### src/hw/rtl/swms_pkg.sv
// ----------------------------------------------------------------------------
// Sliding window statistics package
// Fixed field widths, step counts and operation codes.
// ----------------------------------------------------------------------------
package swms_pkg;

   localparam int SAMPLE_W  = 16;
   localparam int WS_W      = 7;
   localparam int MEAN_W    = 24;
   localparam int DEV_W     = 24;
   localparam int COUNT_W   = 7;
   localparam int QUO_W     = 48;
   localparam int STEP_W    = 6;
   localparam int FRAC_W    = 16;
   localparam int MFRAC_W   = 8;
   localparam int SQ_W      = 32;
   localparam int ROOT_W    = 24;
   localparam int SREM_W    = 28;

   localparam logic [WS_W-1:0] WS_RESET = 7'd64;

   typedef enum logic {
      OP_ADD   = 1'b0,
      OP_CLEAR = 1'b1
   } op_type;

endpackage

### src/hw/rtl/sliding_window_mean_stddev_top.sv
// ----------------------------------------------------------------------------
// Sliding window mean and standard deviation
// Moving-window mean and sample standard deviation of 16-bit samples.
// ----------------------------------------------------------------------------
// Requests arrive on req_: tuser is the operation (add or clear), tdata the
// signed sample. Every request yields exactly one response on rsp_ with the
// window mean (signed Q16.8), the sample deviation (Q16.8), a deviation
// valid flag and the sample count.
// The window size register is written on csr_; the user must do so only while
// the block is idle, which the block itself does not enforce. The front end
// handles each request in its idle and check states, plus a retire and a check
// state per sample that leaves the window when it is full or shrinks. The back
// end steps through a multiply state, a setup state, a 48-step restoring
// division (the mean division runs in its first 24 steps), a 24-step square
// root and the output state; a clear skips to output. The back end sets
// the throughput; the two-entry queue and the output register let front and
// back run on their own. Reset empties the window and sets the window size
// to 64. When the receiver stalls, the response holds in the output
// register, the back end and then the queue fill, and req_tready drops.
// ----------------------------------------------------------------------------
module sliding_window_mean_stddev_top import swms_pkg::*; #(
   parameter int WINDOW_MAX = 64
) (
   input  logic                  clock,
   input  logic                  reset,
   input  logic                  req_tvalid,
   output logic                  req_tready,
   input  logic [SAMPLE_W-1:0]   req_tdata,  // sample
   input  logic                  req_tuser,  // operation
   output logic                  rsp_tvalid,
   input  logic                  rsp_tready,
   // mean, deviation, deviation_valid, sample_count
   output logic [MEAN_W+DEV_W+1+COUNT_W-1:0] rsp_tdata,
   input  logic                  csr_valid,
   output logic                  csr_ready,
   input  logic [WS_W-1:0]       csr_data
);

   localparam int CW = $clog2(WINDOW_MAX + 1);
   localparam int SW = SAMPLE_W + CW;
   localparam int QW = 2 * (SAMPLE_W - 1) + CW;
   localparam int EW = 1 + CW + SW + QW;

   logic [WS_W-1:0] win_size_ff;
   logic            q_in_valid, q_in_ready, q_out_valid, q_out_ready;
   logic [EW-1:0]   q_in_data, q_out_data;
   op_type          req_op;

   assign csr_ready = 1'b1;
   assign req_op    = op_type'(req_tuser);

   always_ff @(posedge clock) begin
      if (reset) begin
         win_size_ff <= WS_RESET;
      end else if (csr_valid && csr_ready) begin
         win_size_ff <= csr_data;
      end
   end

   swms_front #(.WINDOW_MAX(WINDOW_MAX), .CW(CW), .SW(SW), .QW(QW)) u_front (
      .clock      (clock),
      .reset      (reset),
      .req_valid  (req_tvalid),
      .req_ready  (req_tready),
      .req_op     (req_op),
      .req_sample (req_tdata),
      .win_size   (win_size_ff),
      .push_valid (q_in_valid),
      .push_ready (q_in_ready),
      .push_data  (q_in_data)
   );

   swms_fifo #(.WIDTH(EW)) u_fifo (
      .clock     (clock),
      .reset     (reset),
      .in_valid  (q_in_valid),
      .in_ready  (q_in_ready),
      .in_data   (q_in_data),
      .out_valid (q_out_valid),
      .out_ready (q_out_ready),
      .out_data  (q_out_data)
   );

   swms_back #(.CW(CW), .SW(SW), .QW(QW)) u_back (
      .clock     (clock),
      .reset     (reset),
      .pop_valid (q_out_valid),
      .pop_ready (q_out_ready),
      .pop_data  (q_out_data),
      .rsp_valid (rsp_tvalid),
      .rsp_ready (rsp_tready),
      .rsp_data  (rsp_tdata)
   );

endmodule

### src/hw/rtl/swms_ram.sv
// ----------------------------------------------------------------------------
// Generic RAM
// One write port and one read port with registered read data.
// ----------------------------------------------------------------------------
module swms_ram #(
   parameter int WIDTH = 16,
   parameter int DEPTH = 64
) (
   input  logic                     clock,
   input  logic                     wr_en,
   input  logic [$clog2(DEPTH)-1:0] wr_addr,
   input  logic [WIDTH-1:0]         wr_data,
   input  logic [$clog2(DEPTH)-1:0] rd_addr,
   output logic [WIDTH-1:0]         rd_data
);

   logic [WIDTH-1:0] mem_ff [DEPTH];
   logic [WIDTH-1:0] rd_data_ff;

   always_ff @(posedge clock) begin
      if (wr_en) begin
         mem_ff[wr_addr] <= wr_data;
      end
      rd_data_ff <= mem_ff[rd_addr];
   end

   assign rd_data = rd_data_ff;

endmodule

### src/hw/rtl/swms_front.sv
// ----------------------------------------------------------------------------
// Sliding window front end
// Accepts requests, keeps the sample ring and the running sums.
// ----------------------------------------------------------------------------
module swms_front import swms_pkg::*; #(
   parameter int WINDOW_MAX = 64,
   parameter int CW         = 7,
   parameter int SW         = 23,
   parameter int QW         = 37
) (
   input  logic                   clock,
   input  logic                   reset,
   input  logic                   req_valid,
   output logic                   req_ready,
   input  op_type                 req_op,
   input  logic [SAMPLE_W-1:0]    req_sample,
   input  logic [WS_W-1:0]        win_size,
   output logic                   push_valid,
   input  logic                   push_ready,
   output logic [1+CW+SW+QW-1:0]  push_data
);

   localparam int AW = $clog2(WINDOW_MAX);
   localparam int LW = (CW > WS_W) ? CW : WS_W;

   typedef enum logic [2:0] {
      F_IDLE   = 3'b001,
      F_CHECK  = 3'b010,
      F_RETIRE = 3'b100
   } fstate_type;

   fstate_type                 state_ff, state_in;
   op_type                     op_ff;
   logic signed [SAMPLE_W-1:0] sample_ff;
   logic [AW-1:0]              ptr_ff, ptr_in;
   logic [CW-1:0]              count_ff, count_in;
   logic signed [SW-1:0]       sum_ff, sum_in;
   logic [QW-1:0]              sumsq_ff, sumsq_in;
   logic [CW-1:0]              limit;
   logic                       need_retire;
   logic [AW:0]                slot_sum;
   logic [AW-1:0]              slot;
   logic [SAMPLE_W-1:0]        rd_data;
   logic signed [SAMPLE_W-1:0] mul_in;
   logic signed [SQ_W-1:0]     square;
   logic                       wr_en;
   logic                       clr_out;

   always_comb begin
      if (win_size == '0) begin
         limit = CW'(1);
      end else if (LW'(win_size) > LW'(WINDOW_MAX)) begin
         limit = CW'(WINDOW_MAX);
      end else begin
         limit = CW'(win_size);
      end
   end

   assign need_retire = (count_ff >= limit) && (count_ff != '0);
   assign slot_sum    = (AW+1)'(ptr_ff) + (AW+1)'(count_ff);
   assign slot        = (slot_sum >= (AW+1)'(WINDOW_MAX)) ?
                        AW'(slot_sum - (AW+1)'(WINDOW_MAX)) : AW'(slot_sum);
   assign mul_in      = (state_ff == F_RETIRE) ? $signed(rd_data) : sample_ff;
   assign square      = mul_in * mul_in;

   swms_ram #(.WIDTH(SAMPLE_W), .DEPTH(WINDOW_MAX)) u_ram (
      .clock   (clock),
      .wr_en   (wr_en),
      .wr_addr (slot),
      .wr_data (sample_ff),
      .rd_addr (ptr_ff),
      .rd_data (rd_data)
   );

   always_comb begin
      state_in   = state_ff;
      ptr_in     = ptr_ff;
      count_in   = count_ff;
      sum_in     = sum_ff;
      sumsq_in   = sumsq_ff;
      wr_en      = 1'b0;
      push_valid = 1'b0;
      clr_out    = 1'b0;
      case (state_ff)
         F_IDLE: begin
            if (req_valid) begin
               state_in = F_CHECK;
            end
         end
         F_CHECK: begin
            if (op_ff == OP_CLEAR) begin
               push_valid = 1'b1;
               clr_out    = 1'b1;
               if (push_ready) begin
                  ptr_in   = '0;
                  count_in = '0;
                  sum_in   = '0;
                  sumsq_in = '0;
                  state_in = F_IDLE;
               end
            end else if (need_retire) begin
               state_in = F_RETIRE;
            end else begin
               push_valid = 1'b1;
               count_in   = count_ff + CW'(1);
               sum_in     = sum_ff + SW'(sample_ff);
               sumsq_in   = sumsq_ff + QW'($unsigned(square));
               if (push_ready) begin
                  wr_en    = 1'b1;
                  state_in = F_IDLE;
               end
            end
         end
         F_RETIRE: begin
            sum_in   = sum_ff - SW'($signed(rd_data));
            sumsq_in = sumsq_ff - QW'($unsigned(square));
            ptr_in   = (ptr_ff == AW'(WINDOW_MAX - 1)) ? '0 : ptr_ff + AW'(1);
            count_in = count_ff - CW'(1);
            state_in = F_CHECK;
         end
         default: begin
            state_in = F_IDLE;
         end
      endcase
   end

   assign req_ready = (state_ff == F_IDLE);
   assign push_data = {clr_out, count_in, sum_in, sumsq_in};

   always_ff @(posedge clock) begin
      if (reset) begin
         state_ff <= F_IDLE;
         ptr_ff   <= '0;
         count_ff <= '0;
         sum_ff   <= '0;
         sumsq_ff <= '0;
      end else begin
         state_ff <= state_in;
         if ((state_ff != F_CHECK) || !push_valid || push_ready) begin
            ptr_ff   <= ptr_in;
            count_ff <= count_in;
            sum_ff   <= sum_in;
            sumsq_ff <= sumsq_in;
         end
      end
   end

   always_ff @(posedge clock) begin
      if (req_valid && req_ready) begin
         op_ff     <= req_op;
         sample_ff <= $signed(req_sample);
      end
   end

endmodule

### src/hw/rtl/swms_fifo.sv
// ----------------------------------------------------------------------------
// Two-entry queue
// Decouples the front end from the arithmetic back end.
// ----------------------------------------------------------------------------
module swms_fifo #(
   parameter int WIDTH = 68
) (
   input  logic             clock,
   input  logic             reset,
   input  logic             in_valid,
   output logic             in_ready,
   input  logic [WIDTH-1:0] in_data,
   output logic             out_valid,
   input  logic             out_ready,
   output logic [WIDTH-1:0] out_data
);

   logic [WIDTH-1:0] mem_ff [2];
   logic             wr_ff;
   logic             rd_ff;
   logic [1:0]       cnt_ff;
   logic             do_wr;
   logic             do_rd;

   assign in_ready  = (cnt_ff != 2'd2);
   assign out_valid = (cnt_ff != 2'd0);
   assign out_data  = mem_ff[rd_ff];
   assign do_wr     = in_valid && in_ready;
   assign do_rd     = out_valid && out_ready;

   always_ff @(posedge clock) begin
      if (reset) begin
         wr_ff  <= 1'b0;
         rd_ff  <= 1'b0;
         cnt_ff <= 2'd0;
      end else begin
         if (do_wr) begin
            wr_ff <= ~wr_ff;
         end
         if (do_rd) begin
            rd_ff <= ~rd_ff;
         end
         if (do_wr && !do_rd) begin
            cnt_ff <= cnt_ff + 2'd1;
         end else if (do_rd && !do_wr) begin
            cnt_ff <= cnt_ff - 2'd1;
         end
      end
   end

   always_ff @(posedge clock) begin
      if (do_wr) begin
         mem_ff[wr_ff] <= in_data;
      end
   end

endmodule

### src/hw/rtl/swms_back.sv
// ----------------------------------------------------------------------------
// Sliding window back end
// Computes mean and deviation by serial division and square root.
// ----------------------------------------------------------------------------
module swms_back import swms_pkg::*; #(
   parameter int CW = 7,
   parameter int SW = 23,
   parameter int QW = 37
) (
   input  logic                                   clock,
   input  logic                                   reset,
   input  logic                                   pop_valid,
   output logic                                   pop_ready,
   input  logic [1+CW+SW+QW-1:0]                  pop_data,
   output logic                                   rsp_valid,
   input  logic                                   rsp_ready,
   output logic [MEAN_W+DEV_W+1+COUNT_W-1:0]      rsp_data
);

   localparam int NW = QW + CW;
   localparam int PW = 2 * SW;
   localparam int XW = ((NW > PW) ? NW : PW) + 1;
   localparam int DW = 2 * CW;

   typedef enum logic [5:0] {
      B_IDLE = 6'b000001,
      B_MUL  = 6'b000010,
      B_PREP = 6'b000100,
      B_DIV  = 6'b001000,
      B_SQRT = 6'b010000,
      B_OUT  = 6'b100000
   } bstate_type;

   bstate_type               state_ff, state_in;
   logic                     clr;
   logic [CW-1:0]            pop_n;
   logic signed [SW-1:0]     pop_sum;
   logic [QW-1:0]            pop_sumsq;
   logic [CW-1:0]            n_ff;
   logic signed [SW-1:0]     sum_ff;
   logic [QW-1:0]            sumsq_ff;
   logic [NW-1:0]            prod1_ff;
   logic signed [PW-1:0]     prod2_ff;
   logic [DW-1:0]            den_ff;
   logic [DW-1:0]            drem_ff;
   logic [QUO_W-1:0]         dbits_ff;
   logic [QUO_W-1:0]         quo_ff;
   logic [CW-1:0]            mrem_ff;
   logic [MEAN_W-1:0]        mbits_ff;
   logic [MEAN_W-1:0]        mquo_ff;
   logic                     neg_ff;
   logic [STEP_W-1:0]        step_ff;
   logic [SREM_W-1:0]        srem_ff;
   logic [ROOT_W-1:0]        root_ff;
   logic [QUO_W-1:0]         sx_ff;
   logic                     rsp_valid_ff;
   logic [MEAN_W+DEV_W+1+COUNT_W-1:0] rsp_data_ff;
   logic [XW-1:0]            num_x;
   logic [XW-1:0]            num;
   logic [SW-1:0]            abs_sum;
   logic [DW:0]              dtrial;
   logic                     dbit;
   logic [DW-1:0]            drem_nx;
   logic [CW:0]              mtrial;
   logic                     mbit;
   logic [CW-1:0]            mrem_nx;
   logic [SREM_W-1:0]        strial;
   logic [SREM_W-1:0]        sdiv;
   logic                     sbit;
   logic [MEAN_W-1:0]        mean_val;
   logic                     dev_ok;
   logic                     load_out;

   assign {clr, pop_n, pop_sum, pop_sumsq} = pop_data;

   assign num_x   = XW'(prod1_ff) - XW'($unsigned(prod2_ff));
   assign num     = num_x[XW-1] ? '0 : num_x;
   assign abs_sum = sum_ff[SW-1] ? SW'(-sum_ff) : SW'(sum_ff);

   assign dtrial  = {drem_ff, dbits_ff[QUO_W-1]};
   assign dbit    = (dtrial >= (DW+1)'(den_ff));
   assign drem_nx = dbit ? DW'(dtrial - (DW+1)'(den_ff)) : DW'(dtrial);

   assign mtrial  = {mrem_ff, mbits_ff[MEAN_W-1]};
   assign mbit    = (mtrial >= (CW+1)'(n_ff));
   assign mrem_nx = mbit ? CW'(mtrial - (CW+1)'(n_ff)) : CW'(mtrial);

   assign strial  = {srem_ff[SREM_W-3:0], sx_ff[QUO_W-1:QUO_W-2]};
   assign sdiv    = {(SREM_W-2)'(root_ff), 2'b01};
   assign sbit    = (strial >= sdiv);

   assign dev_ok   = (n_ff >= CW'(2));
   assign mean_val = neg_ff ? MEAN_W'(-mquo_ff) : mquo_ff;
   assign load_out = (state_ff == B_OUT) && (!rsp_valid_ff || rsp_ready);

   always_comb begin
      state_in = state_ff;
      case (state_ff)
         B_IDLE: begin
            if (pop_valid) begin
               state_in = clr ? B_OUT : B_MUL;
            end
         end
         B_MUL: begin
            state_in = B_PREP;
         end
         B_PREP: begin
            state_in = B_DIV;
         end
         B_DIV: begin
            if (step_ff == STEP_W'(QUO_W - 1)) begin
               state_in = B_SQRT;
            end
         end
         B_SQRT: begin
            if (step_ff == STEP_W'(ROOT_W - 1)) begin
               state_in = B_OUT;
            end
         end
         B_OUT: begin
            if (load_out) begin
               state_in = B_IDLE;
            end
         end
         default: begin
            state_in = B_IDLE;
         end
      endcase
   end

   assign pop_ready = (state_ff == B_IDLE);

   always_ff @(posedge clock) begin
      if (reset) begin
         state_ff     <= B_IDLE;
         rsp_valid_ff <= 1'b0;
      end else begin
         state_ff <= state_in;
         if (load_out) begin
            rsp_valid_ff <= 1'b1;
         end else if (rsp_ready) begin
            rsp_valid_ff <= 1'b0;
         end
      end
   end

   always_ff @(posedge clock) begin
      case (state_ff)
         B_IDLE: begin
            if (pop_valid) begin
               n_ff     <= pop_n;
               sum_ff   <= pop_sum;
               sumsq_ff <= pop_sumsq;
               mquo_ff  <= '0;
               neg_ff   <= 1'b0;
               root_ff  <= '0;
            end
         end
         B_MUL: begin
            prod1_ff <= NW'(n_ff) * NW'(sumsq_ff);
            prod2_ff <= PW'(sum_ff) * PW'(sum_ff);
            den_ff   <= DW'(n_ff) * (DW'(n_ff) - DW'(1));
         end
         B_PREP: begin
            drem_ff  <= DW'(num >> (QUO_W - FRAC_W));
            dbits_ff <= {num[QUO_W-FRAC_W-1:0], {FRAC_W{1'b0}}};
            mrem_ff  <= CW'(abs_sum >> (MEAN_W - MFRAC_W));
            mbits_ff <= {abs_sum[MEAN_W-MFRAC_W-1:0], {MFRAC_W{1'b0}}};
            neg_ff   <= sum_ff[SW-1];
            step_ff  <= '0;
         end
         B_DIV: begin
            drem_ff  <= drem_nx;
            dbits_ff <= {dbits_ff[QUO_W-2:0], 1'b0};
            quo_ff   <= {quo_ff[QUO_W-2:0], dbit};
            if (step_ff < STEP_W'(MEAN_W)) begin
               mrem_ff  <= mrem_nx;
               mbits_ff <= {mbits_ff[MEAN_W-2:0], 1'b0};
               mquo_ff  <= {mquo_ff[MEAN_W-2:0], mbit};
            end
            if (step_ff == STEP_W'(QUO_W - 1)) begin
               sx_ff   <= {quo_ff[QUO_W-2:0], dbit};
               srem_ff <= '0;
               root_ff <= '0;
               step_ff <= '0;
            end else begin
               step_ff <= step_ff + STEP_W'(1);
            end
         end
         B_SQRT: begin
            sx_ff   <= {sx_ff[QUO_W-3:0], 2'b00};
            srem_ff <= sbit ? (strial - sdiv) : strial;
            root_ff <= {root_ff[ROOT_W-2:0], sbit};
            step_ff <= step_ff + STEP_W'(1);
         end
         B_OUT: begin
            if (load_out) begin
               rsp_data_ff <= {COUNT_W'(n_ff), dev_ok,
                               dev_ok ? root_ff : {DEV_W{1'b0}}, mean_val};
            end
         end
         default: begin
         end
      endcase
   end

   assign rsp_valid = rsp_valid_ff;
   assign rsp_data  = rsp_data_ff;

endmodule

### config.mk
export PLATFORM = sky130hd
export DESIGN_NAME = sliding_window_mean_stddev_top
export DESIGN_NICKNAME = d
export VERILOG_FILES = /design/src/hw/rtl/swms_pkg.sv /design/src/hw/rtl/sliding_window_mean_stddev_top.sv /design/src/hw/rtl/swms_ram.sv /design/src/hw/rtl/swms_front.sv /design/src/hw/rtl/swms_fifo.sv /design/src/hw/rtl/swms_back.sv
export SDC_FILE = /design/constraint.sdc
export NUM_CORES = 2
export LEC_CHECK = 0
export BUFFER_PORTS_ARGS = -buffer_cell sky130_fd_sc_hd__buf_4
export CORE_ASPECT_RATIO = 1.5
export CORE_UTILIZATION = 60
export CTS_BUF_LIST = sky130_fd_sc_hd__clkbuf_4 sky130_fd_sc_hd__clkbuf_8 sky130_fd_sc_hd__clkbuf_16
export DETAILED_ROUTE_END_ITERATION = 10
export GPL_ROUTABILITY_DRIVEN = 0
export PLACE_DENSITY = 0.79
export SLEW_MARGIN = 20
export SYNTH_ARGS = -nofsm -noshare
export SYNTH_HDL_FRONTEND = slang
export SYNTH_SLANG_ARGS = --single-unit
### constraint.sdc
create_clock -name clock -period 12.2 [get_ports clock]
set_input_delay 1.83 -clock clock [delete_from_list [all_inputs] [get_ports clock]]
set_output_delay 1.83 -clock clock [all_outputs]
set_load 0.02 [all_outputs]
# After elaboration in Yosys (flattened, before gate mapping)
# Memories as Yosys holds them, arrays and structs flattened. A register that Yosys moved wholly into a read port is not among the register bits.
# Index checks and enable logic that the tools add are counted.
classes:
  muxes: 75
  add_sub_neg: 19
  eq_ne: 22
  bitwise_logic: 2
  mul: 4
  reduce_logical: 35
  magnitude_cmp: 8
op_table:
  columns: ["operator", "count"]
  rows:
  - ["one-hot mux 48 bit (2 select lines)", 2]
  - ["2-to-1 mux 24 bit", 5]
  - ["2-to-1 mux 37 bit", 3]
  - ["one-hot mux 24 bit (2 select lines)", 2]
  - ["2-to-1 mux 23 bit", 4]
  - ["one-hot mux 37 bit (2 select lines)", 1]
  - ["one-hot mux 24 bit (3 select lines)", 1]
  - ["2-to-1 mux 6 bit", 10]
  - ["2-to-1 mux 26 bit", 2]
  - ["one-hot mux 26 bit (2 select lines)", 1]
  - ["2-to-1 mux 7 bit", 7]
  - ["2-to-1 mux 48 bit", 1]
  - ["subtractor 44 x 46 -> 47 bit", 1]
  - ["multiplier 23 x 23 -> 46 bit", 1]
  - ["2-to-1 mux 46 bit", 1]
  - ["one-hot mux 23 bit (2 select lines)", 1]
  - ["multiplier 7 x 37 -> 44 bit", 1]
  - ["adder 37 x 32 -> 37 bit", 1]
  - ["subtractor 37 x 32 -> 37 bit", 1]
  - ["one-hot mux 6 bit (6 select lines)", 1]
  - ["multiplier 16 x 16 -> 32 bit", 1]
  - [">= comparator 28 x 26 -> 1 bit", 1]
  - ["one-hot mux 14 bit (2 select lines)", 1]
  - ["one-hot mux 7 bit (2 select lines)", 2]
  - ["55 further kinds", 113]
totals:
  word_cells: 199
  regBits: 607
  ramBits: 1160
  mem_count: 2
  inputBits: 29
  out_inout_bits: 59
mem_list:
  columns: ["memory", "depth", "width", "read_ports", "rd_ports_with_merged_regs", "write_ports", "line_no", "text"]
  rows:
  - ["u_front.u_ram.mem_ff", 64, 16, 1, 1, 1, "swms_ram.sv:17", "logic [WIDTH-1:0] mem_ff [DEPTH];"]
  - ["u_fifo.mem_ff", 2, 68, 1, 1, 1, "swms_fifo.sv:18", "logic [WIDTH-1:0] mem_ff [2];"]

# Logic depth before layout (Yosys ltp)
logic_depth:
  word_depth: 13
  ltp_mapped: 44

# By module
# Synthesis repeated with hierarchy kept, for this count alone.
unflattened:
  hier_cells: 9401
  area_unflattened_um2: 114653.7
modules_own_cells:
  columns: ["module", "area_each_um2", "seq_area_each_um2", "n_inst", "cells_per_inst"]
  rows:
  - ["swms_back", 49483.7, 14253.7, 1, 4867]
  - ["swms_ram", 40042.2, 31069.8, 1, 1829]
  - ["swms_front", 19652.6, 2031.9, 1, 2445]
  - ["swms_fifo", 5212.5, 4184.0, 1, 236]
  - ["sliding_window_mean_stddev_top", 262.8, 140.1, 1, 24]

# Least setup slack after synthesis
# OpenSTA, ideal clock, no wires.
synth_path:
  path_type: "register to register"
  startpoint: "register u_front.sample_ff[15]"
  endpoint: "memory u_fifo.mem_ff[0][33] (data pin)"
  arrival_time_ps: 9309
  setup_slack_ps: 2618
  stages_incl_launch_ff: 36
  period_less_slack_ps: 9582
  cell_sequence: "edfxtp_1 -> a21oi_1 -> inv_1 -> clkbuf_1 -> nand2_1 -> inv_1 -> fa_1 -> inv_1 -> fa_1 -> inv_1 -> fa_1 -> fa_1 -> fa_1 -> inv_1 -> fa_1 -> inv_1 -> ha_1 -> a21o_1 -> a21o_1 -> a21o_1 -> or3_1 -> o21ai_0 -> o21ai_0 -> or4_1 -> a31oi_1 -> o21bai_1 -> xor2_1 -> ha_1 -> clkbuf_1 -> nor2b_1 -> nor2_1 -> nor2_1 -> or4_1 -> a21oi_1 -> o21ba_2 -> a21oi_1"
synth_between:
  elab_chain_cells: 6
  elab_cells_between_ends: 7
  classes_between: "add/sub: 2; mul: 1; mux: 4"
synth_lines:
  columns: ["item", "line_no", "text"]
  rows:
  - ["start, declared", "swms_front.sv:34", "logic signed [SAMPLE_W-1:0] sample_ff;"]
  - ["start signal, assigned", "swms_front.sv:151", "sample_ff <= $signed(req_sample);"]
  - ["2-to-1 mux 16 bit (*)", "swms_front.sv:63", "assign mul_in = (state_ff == F_RETIRE) ? $signed(rd_data) : sample_ff;"]
  - ["multiplier 16 x 16 -> 32 bit (*)", "swms_front.sv:64", "assign square = mul_in * mul_in;"]
  - ["adder 37 x 32 -> 37 bit", "swms_front.sv:107", "sumsq_in = sumsq_ff + QW'($unsigned(square));"]
  - ["2-to-1 mux 37 bit", "swms_front.sv:101", "end else if (need_retire) begin"]
  - ["2-to-1 mux 37 bit", "swms_front.sv:91", "if (op_ff == OP_CLEAR) begin"]
  - ["one-hot mux 37 bit (2 select lines) (*)", "swms_front.sv:84", "case (state_ff)"]
  - ["net q_in_data[33]", "sliding_window_mean_stddev_top.sv:46", "logic [EW-1:0] q_in_data, q_out_data;"]
  - ["end, declared", "swms_fifo.sv:18", null]
# Mark *: on every way through the listed nets, which the timed path passes. The rest lies on a longest branch.

# Worst setup path after layout
layout_path:
  startpoint: "register u_front.state_ff[1]"
  endpoint: "memory u_fifo.mem_ff[0][35] (data pin)"
layout_between:
  elab_chain_cells: 7
  elab_cells_between_ends: 9
  classes_between: "add/sub: 2; mul: 1; eq/ne: 2; mux: 4"
layout_lines:
  columns: ["item", "line_no", "text"]
  rows:
  - ["start, declared", "swms_front.sv:32", "fstate_type state_ff, state_in;"]
  - ["start signal, assigned", "swms_front.sv:138", "state_ff <= state_in;"]
  - ["equality test 3 bit", "swms_front.sv:63, swms_front.sv:84", null]
  - ["2-to-1 mux 16 bit", "swms_front.sv:63", null]
  - ["multiplier 16 x 16 -> 32 bit", "swms_front.sv:64", null]
  - ["adder 37 x 32 -> 37 bit", "swms_front.sv:107", null]
  - ["2-to-1 mux 37 bit", "swms_front.sv:101", null]
  - ["2-to-1 mux 37 bit", "swms_front.sv:91", null]
  - ["one-hot mux 37 bit (2 select lines) (*)", "swms_front.sv:84", null]
  - ["net q_in_data[35]", "sliding_window_mean_stddev_top.sv:46", null]
# Marks and branches as above.

==> results by stage <==
Outcome:
- The run finished with clean final reports.

Yosys:
- The share of synthesized area in the top cell type comes to 0.437.
- Of all flip-flops after synthesis, the portion carrying an async set or reset was 0.
- The most common cell in the synthesized netlist is edfxtp_1.
- The mapped netlist covers 113000 um2.
- The main flop type after synthesis is edfxtp_1.
- The synthesized design spends more area on one cell type than any other, namely edfxtp_1.
- The number of enable-type register cells in the synthesized netlist is 1647.
- In this run, synthesis produced a sequential element count of 1758.
- By count the netlist is led by edfxtp_1 (1647), inv_1 (1285), fa_1 (975).
- The mean instance size in the synthesized netlist is 12.6 um2.
- By area the synthesized netlist is led by edfxtp_1 (44%), fa_1 (17%), mux4_2 (6.7%).
- During synthesis, Yosys emitted a total of 0 warnings.
- After technology mapping, the gate count stands at 9007.
- The part of the Yosys area used for sequential elements is 0.457.
- The unique cell type count in the Yosys netlist is 94.

Clock tree:
- The worst-skew pair later-pin latency is 850 ps.
- Clock tree synthesis found a total of 1758 sinks.
- In this run the clock root is driven by a clkbuf_16.
- The number of buffers added by the clock tree synthesis step is 160.
- Hold repair after CTS inserted 0 buffers.
- Clock-pin slew was measured on the worst setup and hold paths at 60 ps.
- The post-CTS repair timing setup buffer count is 0.
- The count of cells resized by post-cts repair is 0.
- The CTS tree is yes.
- The clock passes through at most 3 buffers.
- The H-tree was split into 4 levels.

Final layout:
- Once layout is complete, the cells apart from fillers number 11.7k.
- The share of final-layout standard cells stronger than drive strength 1 is 0.111.
- In the final design database the tool counted 10.6k nets.
- Measured on the finished design, the core utilization comes to 0.657.
- Compared with the post-synthesis result, the final layout area differs by 8.51%.

Routing:
- The routed wirelength normalized by instance count is 24.9 um.
- Across all layers, the routed design uses 73.0k vias.
- The vias per cell is 6.24.
- The post-detailed-route count of antenna-violating nets is 0.
- The detailed router finished its first iteration with 6720 violations.
- The total wire length is 292000 um.
- The number of remaining DRC errors is 0.
- The number of search-and-repair iterations in the first detailed-routing pass is 9.

Placed design:
- Summed over all nets, the half-perimeter wirelength after detailed placement is 202000 um.
- In this run, placement finished with an instance count of 11.4k.
- In this run the tool buffered the top-level ports with 86 buffer cells.
- The setup slack after placement is 1570 ps.

Critical path:
- On the critical path, the stage with the largest delay is an instance of fa_1.
- The critical path data arrival time is 11380 ps.
- The sort of element at the end of the critical path is a flip-flop.
- The number of cells on the worst reg-to-reg path is 31.
- The largest fanout on the critical path is 55.
- The type of origin of the critical path is a flip-flop.
- The worst register-to-register path has a setup slack of 1400 ps.
- The start point of the critical path is u_front.state_ff[1].
- At the worst endpoint, the required time is 12770 ps.
- The capture point of the worst reg-to-reg path is u_fifo.mem_ff[0][35].
- The most numerous cell type found on the critical path is fa_1.
- The largest single stage delay on the critical path is 700 ps.
- The startpoint of the worst-slack reg-to-reg timing path is u_front.state_ff[1].
- The end of the critical path is u_fifo.mem_ff[0][35].
- By startpoint and endpoint, the worst setup path is classified as flip-flop to flip-flop.

Timing:
- Based on the critical path, the design can be clocked at up to 92.6 MHz.
- The worst pin sits at a relative slew slack of 0.199.
- In the post-route analysis, the smallest setup slack over all paths is 1400 ps.
- The number of endpoints with negative hold slack in the final report is 0.
- The number of failing setup endpoints in the final timing report is 0.
- At the pin with the least slew margin, the transition time is 1170 ps.
- The total negative setup slack is 0 ps.
- Setup repair after global routing left no endpoint under its margin.
- The setup skew after layout is 68.0 ps.
- The final clock period utilization by the worst path is 0.886.
- The post-route minimum period is 10800 ps.
- The number of slew-limit violations in the final report was 0.

Die:
- The width of the die is 357 um.
- The initial utilization of the core area, before any placement, comes to 0.606.
- The floorplan has 194 rows.
- The die area is 190000 um2.
- The top-level I/O count is 88.
- The placeable core region is 187000 um2.
- Measured along the y axis, the die boundary spans 534 um.

Worst hold path:
- The start point of the worst hold path is u_back.quo_ff[5].
- The classification of the worst-slack hold path is flip-flop to flip-flop.

Global routing:
- The number of antenna violations at the first check in global routing was 10.
- The via count of the first global-routing pass is 77.9k.
- The largest net degree at the start of global routing is 153.
- The global route total overflow is 0.
- The wire length of the first global-routing pass is 446000 um.
- The global router's overall resource usage is 0.311.

Flow run:
- Max-cap violations in this run came to 0.
==> state kept, by name, summed over array words and instances (netlist names), 23 cells and up, named ones only <==
signal / cells
u_front.sumsq_ff: 37
u_back.sum_ff: 23
u_back.mquo_ff: 24
u_back.dbits_ff: 32
u_back.prod1_ff: 44
u_back.sumsq_ff: 37
u_back.root_ff: 24
u_front.sum_ff: 23
u_back.sx_ff: 48
u_back.quo_ff: 47
u_front.u_ram.mem_ff: 1024
u_fifo.mem_ff: 136
u_back.rsp_data: 56
u_back.prod2_ff: 45
u_back.srem_ff: 26
==> metrics by stage <==
stage                     cell area [um2]  hold slack [ps]
after detailed placement           117000              436
after CTS                          123000              454
after global routing               123000              460
after floorplan                    113000              417
final                              123000              452
after global placement             117000              433
==> per-layer routing <==
layer	GRT usage	vias up	share of wire
met5	0	-	0.00018
met4	0.220	8	0.082
met2	0.549	3814	0.52
li1	-	31300	-
met3	0.0511	1161	0.072
met1	0.338	36700	0.33
==> final cells by class <==
cell class / count / area (um2)
Timing Repair Buffer: 250 / 1910
Multi-Input combinational cell: 5632 / 55600
Fill cell: 12900 / 64100
Tap cell: 2450 / 3070
Clock inverter: 108 / 1450
Clock buffer: 190 / 4240
Sequential cell: 1758 / 51700
Antenna cell: 4 / 10.0
Inverter: 1298 / 4870
==> cells in the final DEF, fill, tap and decap left out, types with 21 or more instances in the layout <==
cell type and instances:
and3_1 37, xnor2_1 242, nand3_1 73, mux2_2 69, buf_4 247, or2_2 21, bufinv_16 22, a21oi_1 379
clkbuf_16 160, a22oi_1 28, a211oi_1 46, nand2b_1 82, a21o_1 157, ha_1 526, o21a_1 36, o31ai_1 33
nand2_1 850, o21ai_0 229, xor2_1 114, clkinv_1 40, o21bai_1 53, clkinv_2 22, nor2b_1 46, nor2_1 554
nor3_1 72, nand4_1 31, edfxtp_1 1647, dfxtp_1 106, a31oi_1 35, mux2i_1 51, fa_1 975, and2_1 178
mux4_2 336, clkbuf_4 28, o211ai_1 21, o22ai_1 30, inv_1 1283, or3_1 29
==> cells by family after synthesis <==
logic type      count (synthesis)  share of synthesized area
compound gates               1230                     0.0698
xor+xnor                      356                     0.0275
fa+ha+maj                    1501                      0.231
buf+inv                      1631                     0.0544
flops                        1758                      0.457
mux                           458                     0.0784
other cells                     2                  0.0000664
simple gates                 2071                     0.0825
==> worst max-delay path, delay by kind of cell (launching register included) <==
kind / cells / cell delay [ps]
adder cells (fa/ha/maj): 8 / 4070
XOR/XNOR: 1 / 160
buffers and inverters: 6 / 1700
AO/OA/AOI/OAI: 8 / 2240
AND/OR/NAND/NOR: 8 / 1950
flip-flops: 1 / 390
==> worst min path at each step <==
| stage | slack, ps | cells after the start | to |
|---|---|---|---|
| after floorplan | 420 | 0 | u_back.quo_ff[1] |
| after global placement | 430 | 0 | u_back.quo_ff[12] |
| after detailed placement | 440 | 0 | u_back.quo_ff[40] |
| after CTS | 450 | 0 | u_back.quo_ff[6] |
| after global routing | 460 | 0 | u_back.quo_ff[42] |
| final | 450 | 0 | u_back.quo_ff[6] |
Power is not shown: default switching activity piles up to over one toggle a cycle in this logic, so the estimate is an artifact.
